[src/dwpd_pkg.sv]
package dwpd_pkg;

  localparam int unsigned POS_FRAC_BITS_DEF = 8;

  localparam int unsigned MUL_A_W = 34;
  localparam int unsigned MUL_B_W = 25;
  localparam int unsigned MUL_P_W = MUL_A_W + MUL_B_W;

  localparam int unsigned APB_AW = 5;

  typedef enum logic [2:0] {
    REG_PROP_GAIN     = 3'd0,
    REG_DERIV_GAIN    = 3'd1,
    REG_CM_PER_COUNT  = 3'd2,
    REG_ARRIVE_THRESH = 3'd3,
    REG_SPEED_MIN     = 3'd4,
    REG_SPEED_MAX     = 3'd5
  } reg_idx_e;

  typedef struct packed {
    logic        [15:0] prop_gain;
    logic        [15:0] deriv_gain;
    logic        [23:0] cm_per_count;
    logic        [15:0] arrive_threshold;
    logic signed [15:0] speed_min;
    logic signed [15:0] speed_max;
  } cfg_t;

endpackage

[src/dwpd_mul.sv]
module dwpd_mul import dwpd_pkg::*; (
  input  logic                      clk_i,
  input  logic                      en_i,
  input  logic signed [MUL_A_W-1:0] a_i,
  input  logic signed [MUL_B_W-1:0] b_i,
  output logic signed [MUL_P_W-1:0] p_o
);

  logic signed [MUL_P_W-1:0] p_q;

  always_ff @(posedge clk_i) begin
    if (en_i) begin
      p_q <= a_i * b_i;
    end
  end

  assign p_o = p_q;

endmodule

[config.mk]
export PLATFORM = sky130hd
export DESIGN_NAME = dwpd_mul
export DESIGN_NICKNAME = d
export VERILOG_FILES = /design/src/dwpd_pkg.sv /design/src/dwpd_mul.sv
export SDC_FILE = /design/constraint.sdc
export NUM_CORES = 2
export LEC_CHECK = 0
export ABC_AREA = 1
export BUFFER_PORTS_ARGS = -buffer_cell sky130_fd_sc_hd__buf_2
export CAP_MARGIN = 5
export CORE_MARGIN = 4
export CORE_UTILIZATION = 65
export DETAILED_ROUTE_END_ITERATION = 10
export HOLD_SLACK_MARGIN = 0.06
export PLACE_DENSITY = 0.9
export SLEW_MARGIN = 20
export SYNTH_ARGS = -nofsm -noshare
export SYNTH_HDL_FRONTEND = slang
export SYNTH_SLANG_ARGS = --single-unit
[constraint.sdc]
create_clock -name clk_i -period 10.7 [get_ports clk_i]
set_input_delay 2.675 -clock clk_i [delete_from_list [all_inputs] [get_ports clk_i]]
set_output_delay 2.675 -clock clk_i [all_outputs]
set_load 0.005 [all_outputs]
==> impl_results.md <==
- Status: completed
- Mapped Area: 34250 sq um
- Critical Path Source: b_i[1]
- WP data arrival: around 9.3 ns
- Row cnt: 83
- Most used cell, CP: fa_1
- I/O pins: 120
- Global routing usage on met2: 0.5993
- Largest net degree at the start of global routing: 60
- CTS tree: done
- Post-Syn Instances: 4418
- Reg area: 1772 sq um
- Total Nets Final: approximately 5400
- CP max-delay cell: fa_1
- Syn_area_per_cell: 7.751 sq um
- Final period utilization: 0.8557
- GRT overflow: 0
- Port Buffer Count: 119
- Slew @ Worst Pin: 0.9758 ns
- Area of the core: 51720 sq um
- YS warnings: 0
- Total negative setup slack: 0 ns
- Crit-path max FO: 34
- Slew Limit Fails: 0
- Share of layout cells above drive strength 1: 0.04564
- Initial antenna violation count: 7
- RSZ-0062 raised after global routing: false
- CP endpoint kind: flop
- Crit Path Class: input pin to flop
- Die width: roughly 240 microns
- Iter 0 DRT Violations: about 2300
- Register area share after synthesis: 0.05174
- Critical-path cell list: buf_2 -> nand2_1 -> inv_1 -> fa_1 -> fa_1 -> inv_1 -> fa_1 -> inv_1 -> fa_1 -> fa_1 -> fa_1 -> fa_1 -> ha_1 -> nand2_1 -> nor2_2 -> nand2_1 -> nor3_2 -> nand3_1 -> nand4_1 -> nand2_1
- Final Wtd Congestion: 1.014
- GR Layer Usage met3: 0.04734
- Routed wire length: 90.76 mm
- Vias in the first global route: 30390
- Max cap viols: 0
- Detailed Routing Iterations Pass 1: 6
- GRT Util Overall: 0.3341
- Syn_nets: 5503
- Starting Density: 0.6622
- Max clock buf depth: 2
- Hold crit path type: input pin to flop
- Via count: ~27000
- Die height: 237.5 microns
- Relative slew slack: 0.3476
- GR Util met1: 0.3977
- Clock Tree Root: clkbuf_16
- Fillers: 3962
- Slowest stage delay, CP: 0.72 ns
- Area Growth Syn to Fin: 3.058%
- Hpwl dp: 76.53 mm
- # hold bufs at CTS: 0
- F_max: 109.2 MHz
- Fin crit period: 9.156 ns
- DRC: 0
- Area of the multi-input gates: 26230 sq um
- Via density: 5.383
- Post-route antenna net violation count: 0
- Num CTS Buffers: 9
- Global-route layer with the greatest usage: met2
- Number of hold violations in the final report: 0
- First-pass GRT wire length: roughly 150 mm
- Req. time, crit path: ~11 ns
- Setup crit end: p_o[43]
- # Post-CTS Setup Buffers: 0
- Max FFs per register: 59
- Die area: 56420 sq um
- H-tree depth: 3
- Post-synth cell types: 33
- Sink Count: 59
- CTS clock-pin slew for the worst setup and hold paths: roughly 0.060 ns
- Cts repair resizes: 0
- Yosys reg bits: 59
- Wire per inst: 17.99 microns
- Element type at the critical path start: input pin
- Setup Viol. Count Final: 0
-- layer usage --
layer	share of wire	vias up	wire length, microns
met3	0.091	447	8251
met2	0.51	1558	46160
met5	0.00050	-	45
met4	0.059	6	5326
met1	0.34	13250	30980
li1	-	11900	-
-- cells in the final DEF (no fill, tap or decap), types with 5 or more instances in the layout --
cell type and instances:
clkbuf_16 9, nand2_2 13, xnor2_1 7, nor3_1 5, fa_1 865, nor2_1 102
and2_1 5, o21ai_0 9, inv_1 1459, or2_2 7, nand2_1 1321, nor2_2 24
nand3_2 6, edfxtp_1 59, a21oi_1 41, nand3_1 58, buf_2 119, ha_1 159
xor2_1 28, buf_4 8, nand4_1 19
-- critical path: cells and delay by family --
kind	cells	cell delay, ns
adders and majority gates	8	4.25
buffers and inverters	4	0.97
and+or+nand+nor	8	1.34
-- cell families after synthesis --
group / Yosys count / share of synthesized area
buf+inv: 1663 / 0.1823
simple gates: 1580 / 0.1844
fa+ha+maj: 1024 / 0.5638
flops: 59 / 0.05174
compound gates: 57 / 0.008842
xor+xnor: 35 / 0.008952
-- worst min path at each step --
stage	from	slack [ns]	cells after the start	end
final	en_i	3.07	2	p_o[5]
after CTS	en_i	3.08	2	p_o[6]
after global routing	a_i[0]	3.09	4	p_o[0]
after floorplan	en_i	2.79	0	p_o[0]
after global placement	p_o[21]	3.07	1	p_o[21]
after detailed placement	p_o[6]	3.07	1	p_o[6]
-- synth_stat cells --
library cell  number  share of area
and3b_1            1        0.00026
nor3_2             3        0.00088
clkbuf_1         201          0.022
o21ai_0            9         0.0013
a21oi_1           41         0.0060
a21boi_0           1        0.00022
nor4_1             2        0.00037
or2_2              7         0.0013
nor2_1           102          0.011
nand2_1         1321           0.14
xnor2_1            7         0.0018
inv_1           1459           0.16
a21o_1             2        0.00044
nor2_4             4         0.0013
and2_0             2        0.00037
nor3_1             5        0.00073
xor2_1            28         0.0072
nand3b_1           4        0.00088
and3_1             2        0.00037
nand2_2           13         0.0024
nand3_2            6         0.0018
nor2_2            24         0.0044
or2_1              1        0.00018
and2_1             5        0.00091
o21bai_1           4        0.00088
nand3_1           58         0.0085
nand4_1           19         0.0035
fa_1             865           0.51
edfxtp_1          59          0.052
nor3_4             1        0.00048
ha_1             159          0.058
clkinv_1           2        0.00022
inv_2              1        0.00011
-- final cells by class --
cell class / instances / area share
tap: 680 / 0.02411
clock inverter: 6 / 0.001595
inverter: 1462 / 0.1555
sequential: 59 / 0.05020
timing repair buffer: 127 / 0.01858
antenna: 4 / 0.0002836
clock buffer: 10 / 0.006488
multi-input combinational: 2696 / 0.7433
-- metrics by stage --
step	utilization	hold slack (ns)	setup WS (ns)	cells	area (sq um)
3_3_place_gp	0.6767	3.070	1.457	5024	35000
3_5_place_dp	0.6767	3.072	1.286	5024	35000
5_1_grt	0.6824	3.089	1.195	5043	35290
2_1_floorplan	-	2.788	1.934	4418	34250
6_report	0.6824	3.068	1.544	5044	35290
4_1_cts	0.6822	3.076	1.637	5040	35280
Power is left out: the tool's default activity adds up to more than one toggle a clock period on the data nets, which glitch-free logic cannot reach.
