**config.mk**
```make
export PLATFORM = sky130hd
export DESIGN_NAME = dwpd_regs
export DESIGN_NICKNAME = d
export VERILOG_FILES = /design/src/dwpd_pkg.sv /design/src/dwpd_regs.sv
export SDC_FILE = /design/constraint.sdc
export NUM_CORES = 1
export LEC_CHECK = 0
export BUFFER_PORTS_ARGS = -buffer_cell sky130_fd_sc_hd__buf_2
export CAP_MARGIN = 20
export CORE_MARGIN = 4
export CORE_UTILIZATION = 50
export CTS_CLUSTER_DIAMETER = 200
export DETAILED_ROUTE_END_ITERATION = 8
export HOLD_SLACK_MARGIN = 0.1
export PLACE_DENSITY = 0.87
export SLEW_MARGIN = 20
export SYNTH_ARGS = -nofsm -noshare
export SYNTH_HDL_FRONTEND = slang
export SYNTH_SLANG_ARGS = --single-unit
```
**constraint.sdc**
```tcl
create_clock -name clk_i -period 1.6 [get_ports clk_i]
set_input_delay 0.08 -clock clk_i [delete_from_list [all_inputs] [get_ports clk_i]]
set_output_delay 0.08 -clock clk_i [all_outputs]
set_load 0.005 [all_outputs]
```
**src/dwpd_pkg.sv**
```systemverilog
package dwpd_pkg;

  localparam int unsigned POS_FRAC_BITS_DEF = 8;

  localparam int unsigned MUL_A_W = 34;
  localparam int unsigned MUL_B_W = 25;
  localparam int unsigned MUL_P_W = MUL_A_W + MUL_B_W;

  localparam int unsigned APB_AW = 5;

  typedef enum logic [2:0] {
    REG_PROP_GAIN     = 3'd0,
    REG_DERIV_GAIN    = 3'd1,
    REG_CM_PER_COUNT  = 3'd2,
    REG_ARRIVE_THRESH = 3'd3,
    REG_SPEED_MIN     = 3'd4,
    REG_SPEED_MAX     = 3'd5
  } reg_idx_e;

  typedef struct packed {
    logic        [15:0] prop_gain;
    logic        [15:0] deriv_gain;
    logic        [23:0] cm_per_count;
    logic        [15:0] arrive_threshold;
    logic signed [15:0] speed_min;
    logic signed [15:0] speed_max;
  } cfg_t;

endpackage

```
**src/dwpd_regs.sv**
```systemverilog
module dwpd_regs import dwpd_pkg::*; (
  input  logic              clk_i,
  input  logic              rst_ni,
  input  logic              psel,
  input  logic              penable,
  input  logic              pwrite,
  input  logic [APB_AW-1:0] paddr,
  input  logic [31:0]       pwdata,
  output logic [31:0]       prdata,
  output logic              pready,
  output cfg_t              cfg_o
);

  cfg_t     cfg_q;
  reg_idx_e idx;
  logic     wr;

  assign idx    = reg_idx_e'(paddr[APB_AW-1:2]);
  assign wr     = psel & penable & pwrite;
  assign pready = 1'b1;

  always_ff @(posedge clk_i or negedge rst_ni) begin
    if (!rst_ni) begin
      cfg_q.prop_gain        <= 16'd256;
      cfg_q.deriv_gain       <= 16'd0;
      cfg_q.cm_per_count     <= 24'd16384;
      cfg_q.arrive_threshold <= 16'd128;
      cfg_q.speed_min        <= -16'sd300;
      cfg_q.speed_max        <= 16'sd300;
    end else if (wr) begin
      case (idx)
        REG_PROP_GAIN:     cfg_q.prop_gain        <= pwdata[15:0];
        REG_DERIV_GAIN:    cfg_q.deriv_gain       <= pwdata[15:0];
        REG_CM_PER_COUNT:  cfg_q.cm_per_count     <= pwdata[23:0];
        REG_ARRIVE_THRESH: cfg_q.arrive_threshold <= pwdata[15:0];
        REG_SPEED_MIN:     cfg_q.speed_min        <= $signed(pwdata[15:0]);
        REG_SPEED_MAX:     cfg_q.speed_max        <= $signed(pwdata[15:0]);
        default: ;
      endcase
    end
  end

  always_comb begin
    case (idx)
      REG_PROP_GAIN:     prdata = {16'd0, cfg_q.prop_gain};
      REG_DERIV_GAIN:    prdata = {16'd0, cfg_q.deriv_gain};
      REG_CM_PER_COUNT:  prdata = {8'd0, cfg_q.cm_per_count};
      REG_ARRIVE_THRESH: prdata = {16'd0, cfg_q.arrive_threshold};
      REG_SPEED_MIN:     prdata = 32'(cfg_q.speed_min);
      REG_SPEED_MAX:     prdata = 32'(cfg_q.speed_max);
      default:           prdata = 32'd0;
    endcase
  end

  assign cfg_o = cfg_q;

endmodule

```
==> results of run 1 <==
-- layout by cell type (no fill, tap or decap), types with 2 or more instances in the layout --
cell type	netlist	routed
a21o_1	9	9
a21oi_1	3	3
a221o_1	5	5
a221oi_2	0	4
a311o_1	2	2
a31oi_1	2	2
buf_12	0	5
buf_2	5	166
buf_4	14	33
clkbuf_8	0	9
clkinvlp_4	0	3
dfrtp_1	86	86
dfstp_2	18	18
dlygate4sd3_1	0	26
mux2_2	113	112
mux2i_1	27	27
nand2_1	9	9
nand3b_1	5	5
nor2_1	10	10
nor2_2	3	3
nor2_4	2	2
nor3_4	2	2
o21ai_0	5	4
o221ai_1	4	4
-- worst max-delay path, cell delays in order, from the launching register on --
cell and delay [ns]:
dfstp_2 0.56, mux2i_1 0.07, o21a_1 0.18, a221oi_2 0.20, buf_2 0.16
-- worst min-delay path by stage --
stage | end | slack (ns) | cells past startpoint
final | cfg_o[23] | 0.23 | 2
after global routing | cfg_o[39] | 0.20 | 2
after CTS | cfg_o[39] | 0.21 | 2
after floorplan | cfg_o[0] | -0.22 | 0
after detailed placement | cfg_o[55] | -0.07 | 1
after global placement | cfg_o[55] | -0.07 | 1
-- through the flow --
| stage | utilization, % | instances | TNS, ns | total power, uW | worst slack (ns) |
|---|---|---|---|---|---|
| after global placement | 63.7 | 645 | 0 | 5370 | 0.183 |
| after CTS | 68.9 | 691 | 0 | 7030 | 0.00196 |
| after floorplan | - | 349 | 0 | 4470 | 0.333 |
| after global routing | 69.6 | 698 | -0.581 | 7460 | -0.0676 |
| final | 69.6 | 698 | 0 | 7050 | 0.00710 |
| after detailed placement | 63.7 | 645 | 0 | 5470 | 0.138 |
-- metal layers --
layer / vias to the layer above / GRT usage [%] / routed length [um]
li1: 1704 / - / -
met1: 1927 / 29.0 / 5710
met2: 150 / 41.1 / 6700
met3: 15 / 6.66 / 1030
met4: 0 / 6.58 / 189
met5: - / 0 / 0
-- logic make-up (layout without fill, tap and decap cells) --
family | Yosys count | count (layout) | share of synthesized area (%)
compound gates | 38 | 38 | 5.91
flops | 104 | 104 | 53.2
mux | 141 | 141 | 31.7
simple gates | 37 | 37 | 5.00
buf+inv | 28 | 248 | 4.08
other cells | 1 | 1 | 0.0760
-- cell type report --
class | instances | area (um^2)
inverters | 1 | 3.75
well taps | 129 | 161
clock inverters | 6 | 45.0
fillers | 677 | 2860
repair buffers | 231 | 1450
multi-input cells | 217 | 2140
clock buffers | 10 | 128
flip-flops and latches | 104 | 2630
-- where the power goes --
group | switching [uW] | leakage (uW) | total (uW) | internal (uW)
Sequential | 401 | 0.00129 | 3610 | 3210
Clock | 898 | 0.0000789 | 1470 | 573
Combinational | 826 | 0.00200 | 1970 | 1150
Total | 2130 | 0.00337 | 7050 | 4930
-- what timing repair did --
item	4_1_cts	5_1_grt
setup buffers	4	7
endpoints found under the hold margin	193	0
resized for setup	5	3
endpoints found under the setup margin	7	17
hold buffers	26	0
pin swaps	3	2
cloned	0	0
==> flow_summary.ini, run 1 <==
[sta]
clock_skew_ns = 0
slew_violations = 0
slew-limit-headroom_pct = 66.6
hold_slack_ns = 0.231
fin_crit_ns = 1.59
hold_viol_final = 0
finalCritPeriodShare_pct = 99.6
setup_viol = 0
fmax_mhz = 628
rsz0062_at_grt = yes
worstMarginPinSlew_ns = 0.500

[drt]
first_pass_iters = 4
viasPerCell = 5.44
drcViolationCount = 0
drt_iter0_drc = 182
post_drt_wl_per_cell_um = 19.5
ant_nets = 0
vias = 3796
drt_wl_total_mm = 13.6

[yosys]
synthTopCellsByCount = 113 x mux2_2, 86 x dfrtp_1, 27 x mux2i_1
synth.most_common_cell = mux2_2
synth_nets = 391
yosys_warnings = 0
postSynth.asyncResetShare_pct = 100
syn_inst = 349
avgSynthCellArea_um2 = 14.1
synth_area_leaders = dfrtp_1 44%, mux2_2 26%, dfstp_2 9.6%, mux2i_1 5.5%, buf_4 2.1%
ys_ff_latch = 104
synth.distinct_cells = 34
synth_edf_count = 0
ys_seq_area_share_pct = 53.2
yosysTopAreaCell = dfrtp_1
syn-cell-area_um2 = 4930
netlist.area_leader.share_pct = 43.6
synth_ff_type = dfrtp_1

[worst_setup_path]
worstPathRequired_ns = 1.52
r2r_setup_slack_ns = 0.70
cp-endpoint = prdata[5]
path_class = flip-flop to output port
rr_startpoint = cfg_o[103]
crit_start = cfg_o[5]
r2r_cells = 2
r2r-end = cfg_o[103]
start_kind = flip-flop
path_max_fanout = 3
critical_path_arrival_ns = 1.51
endpoint_kind = output port

[placed_design]
placed_area_um2 = 6000
hpwlAfterDp_mm = 9.48
gp_congestion = 0.791
io_buffers = 167

[global_routing]
grt_max_degree = 93
grt_overflow = 0
grt_pass1_wl_mm = 21.3
grt_pass1_vias = 4023
grt_antenna_before_repair = 0
groute.usage.overall_pct = 23.7

[floorplanning]
floorplan.initialDensity_pct = 52.4
core_area_um2 = 9420
dieArea_um2 = 11500
die_x_um = 107
ios = 179
die_height_um = 107
rows = 35

[clocking]
clockBufferDepth = 2
clk_pin_slew_ns = 0.10
cts-root-buf = clkbuf_8
numCtsBuffers = 9
cts_sinks = 104
insertion_delay_ns = 0.34
tritoncts = yes
h-tree-depth = 3

[finish]
largest_register_ffs = 104
syn2layout_area_growth_pct = 32.8
antenna_cells = 0
num-nets-final = 606
final_cell_area_um2 = 6550
drive_above_1_share_pct = 64.5

[pwr]
power.leakage_uw = 0.00337
powerDensity_nw_per_um2 = 1080
ir_drop_mv = 0.671

[run]
cap_viol_max_count = 0

[min_path]
hold_class = input port to async pin

[status]
status = complete, no violations
Power figures use the tool's default switching activity.
==> inputs of run 2 (changes only) <==
--- a/config.mk
+++ b/config.mk
@@ -8,11 +8,12 @@
 export BUFFER_PORTS_ARGS = -buffer_cell sky130_fd_sc_hd__buf_2
 export CAP_MARGIN = 20
 export CORE_MARGIN = 4
-export CORE_UTILIZATION = 50
+export CORE_UTILIZATION = 51
+export CTS_BUF_LIST = sky130_fd_sc_hd__clkbuf_4 sky130_fd_sc_hd__clkbuf_8
 export CTS_CLUSTER_DIAMETER = 200
 export DETAILED_ROUTE_END_ITERATION = 8
 export HOLD_SLACK_MARGIN = 0.1
-export PLACE_DENSITY = 0.87
+export PLACE_DENSITY = 0.88
 export SLEW_MARGIN = 20
 export SYNTH_ARGS = -nofsm -noshare
 export SYNTH_HDL_FRONTEND = slang
==> run 2 against run 1 <==
Compared with the run above: the run now ends with negative setup slack left; hold slack better by 0.052 ns; wire length rose by 3.3%; register-to-register slack got worse by 0.03 ns; clock power rose by 35%; maximum frequency is 0.60% lower; highest routed layer unchanged.
==> flow_summary.ini, run 2 (synthesis gave the netlist of run 1 again) <==
[worst_setup_path]
worstPathRequired_ns = 1.52
endpoint_kind = output port
start_kind = flip-flop
critical_path_arrival_ns = 1.52
slowest_stage = dfstp_2
max_stage_delay_ns = 0.55
path_max_fanout = 3
cp_top_family = flip-flops
path_class = flip-flop to output port
worst-path-buf-inv = 1
cp_cell_sequence = mux2i_1 > a211oi_1 > a311o_1 > buf_2

[clocking]
clockBufferDepth = 2
cts_sinks = 104
insertion_delay_ns = 0.35
h-tree-depth = 3
clk_pin_slew_ns = 0.10
numCtsBuffers = 9
tritoncts = yes
cts-root-buf = clkbuf_8

[sta]
slew_violations = 0
setup_tns_ns = -0.00259
hold_viol_final = 0
clock_skew_ns = 0
setup_viol = 1
slew-limit-headroom_pct = 60.1
rsz0062_at_grt = yes
hold_slack_ns = 0.283
fmax_mhz = 624
fin_crit_ns = 1.60
fin_ws_ns = -0.00259
finalCritPeriodShare_pct = 100
worstMarginPinSlew_ns = 0.596

[global_routing]
grt_max_degree = 105
grt_antenna_before_repair = 0
grt_pass1_vias = 4078
grt_overflow = 0
grt_pass1_wl_mm = 22.1
groute.usage.overall_pct = 25.1

[floorplanning]
die_x_um = 106
dieArea_um2 = 11300
die_height_um = 106
ios = 179
floorplan.initialDensity_pct = 52.9
rows = 35
core_area_um2 = 9330

[drt]
drt_iter0_drc = 132
ant_nets = 0
drt_wl_total_mm = 14.1
viasPerCell = 5.45
vias = 3804
first_pass_iters = 4
post_drt_wl_per_cell_um = 20.2
drcViolationCount = 0

[finish]
seqCellArea_um2 = 2630
largest_register_ffs = 104
fin_util_pct = 71.0
final_common_cell = buf_2
antenna_cells = 0
fillCellCount = 646
drive_above_1_share_pct = 64.5
multiInputGateArea_um2 = 2130
num-nets-final = 606
syn2layout_area_growth_pct = 34.3
final_cell_area_um2 = 6630
final_cell_mix = 167 x buf_2, 112 x mux2_2, 86 x dfrtp_1, 32 x buf_4, 27 x mux2i_1

[pwr]
ir_drop_mv = 0.625
powerDensity_nw_per_um2 = 1140
power.leakage_uw = 0.00342

[run]
cap_viol_max_count = 0

[placed_design]
placed_area_um2 = 6010
hpwlAfterDp_mm = 9.69
io_buffers = 167
gp_congestion = 0.818

[status]
status = finished, violations left
violations = negative setup slack

[min_path]
hold_class = input port to async pin
run 2: what timing repair did:
item / CTS / global route
gates resized for setup: 3 / 4
pin swaps: 1 / 5
setup buffers: 6 / 6
gates cloned: 0 / 1
hold buffers: 25 / 0
setup endpoints to repair: 5 / 17
hold endpoints to repair: 190 / 0
run 2: final cells by class:
| cell class | count | share of cell area, % |
|---|---|---|
| clock buffers | 11 | 2.19 |
| clock inverters | 5 | 1.57 |
| inverters | 1 | 0.0566 |
| multi-input cells | 217 | 32.1 |
| flip-flops and latches | 104 | 39.6 |
| well taps | 129 | 2.44 |
| repair buffers | 231 | 22.0 |
run 2: worst paths after layout:
check	startpoint	endpoint	slack (ns)	depth (start not counted)
min reg2reg	cfg_o[84]	cfg_o[84]	0.54	1
min	rst_ni	cfg_o[67]	0.28	3
min in group clk_i	penable	cfg_o[101]	0.44	5
max reg2reg	cfg_o[58]	cfg_o[58]	0.67	2
max	cfg_o[22]	prdata[6]	-0.003	4
max in group asynchronous	rst_ni	cfg_o[31]	0.83	3
run 2: tightest hold or removal path, stage by stage:
cell           delay, ns
dlygate4sd3_1       0.53
buf_4               0.11
buf_12              0.38
run 2: per-layer routing:
layer  track usage [%]  up-vias  wire, um
met4              9.07        0       341
met5                 0        -         0
met1              30.4     1897      5660
met2              43.8      170      7130
li1                  -     1710         -
met3              5.59       27       943
run 2: report_power, final:
| group | internal, uW | total [uW] | switching, uW |
|---|---|---|---|
| clock network | 1100 | 1980 | 871 |
| logic | 1150 | 1970 | 828 |
| registers | 3210 | 3610 | 404 |
| total | 5460 | 7560 | 2100 |
run 2: stage by stage:
stage	cells	setup WS (ns)	power [uW]
after CTS	691	-0.0261	7560
after detailed placement	644	0.114	5480
after global placement	644	0.192	5370
final	698	-0.00259	7560
after global routing	698	-0.0997	8000
after floorplan	349	0.333	4470
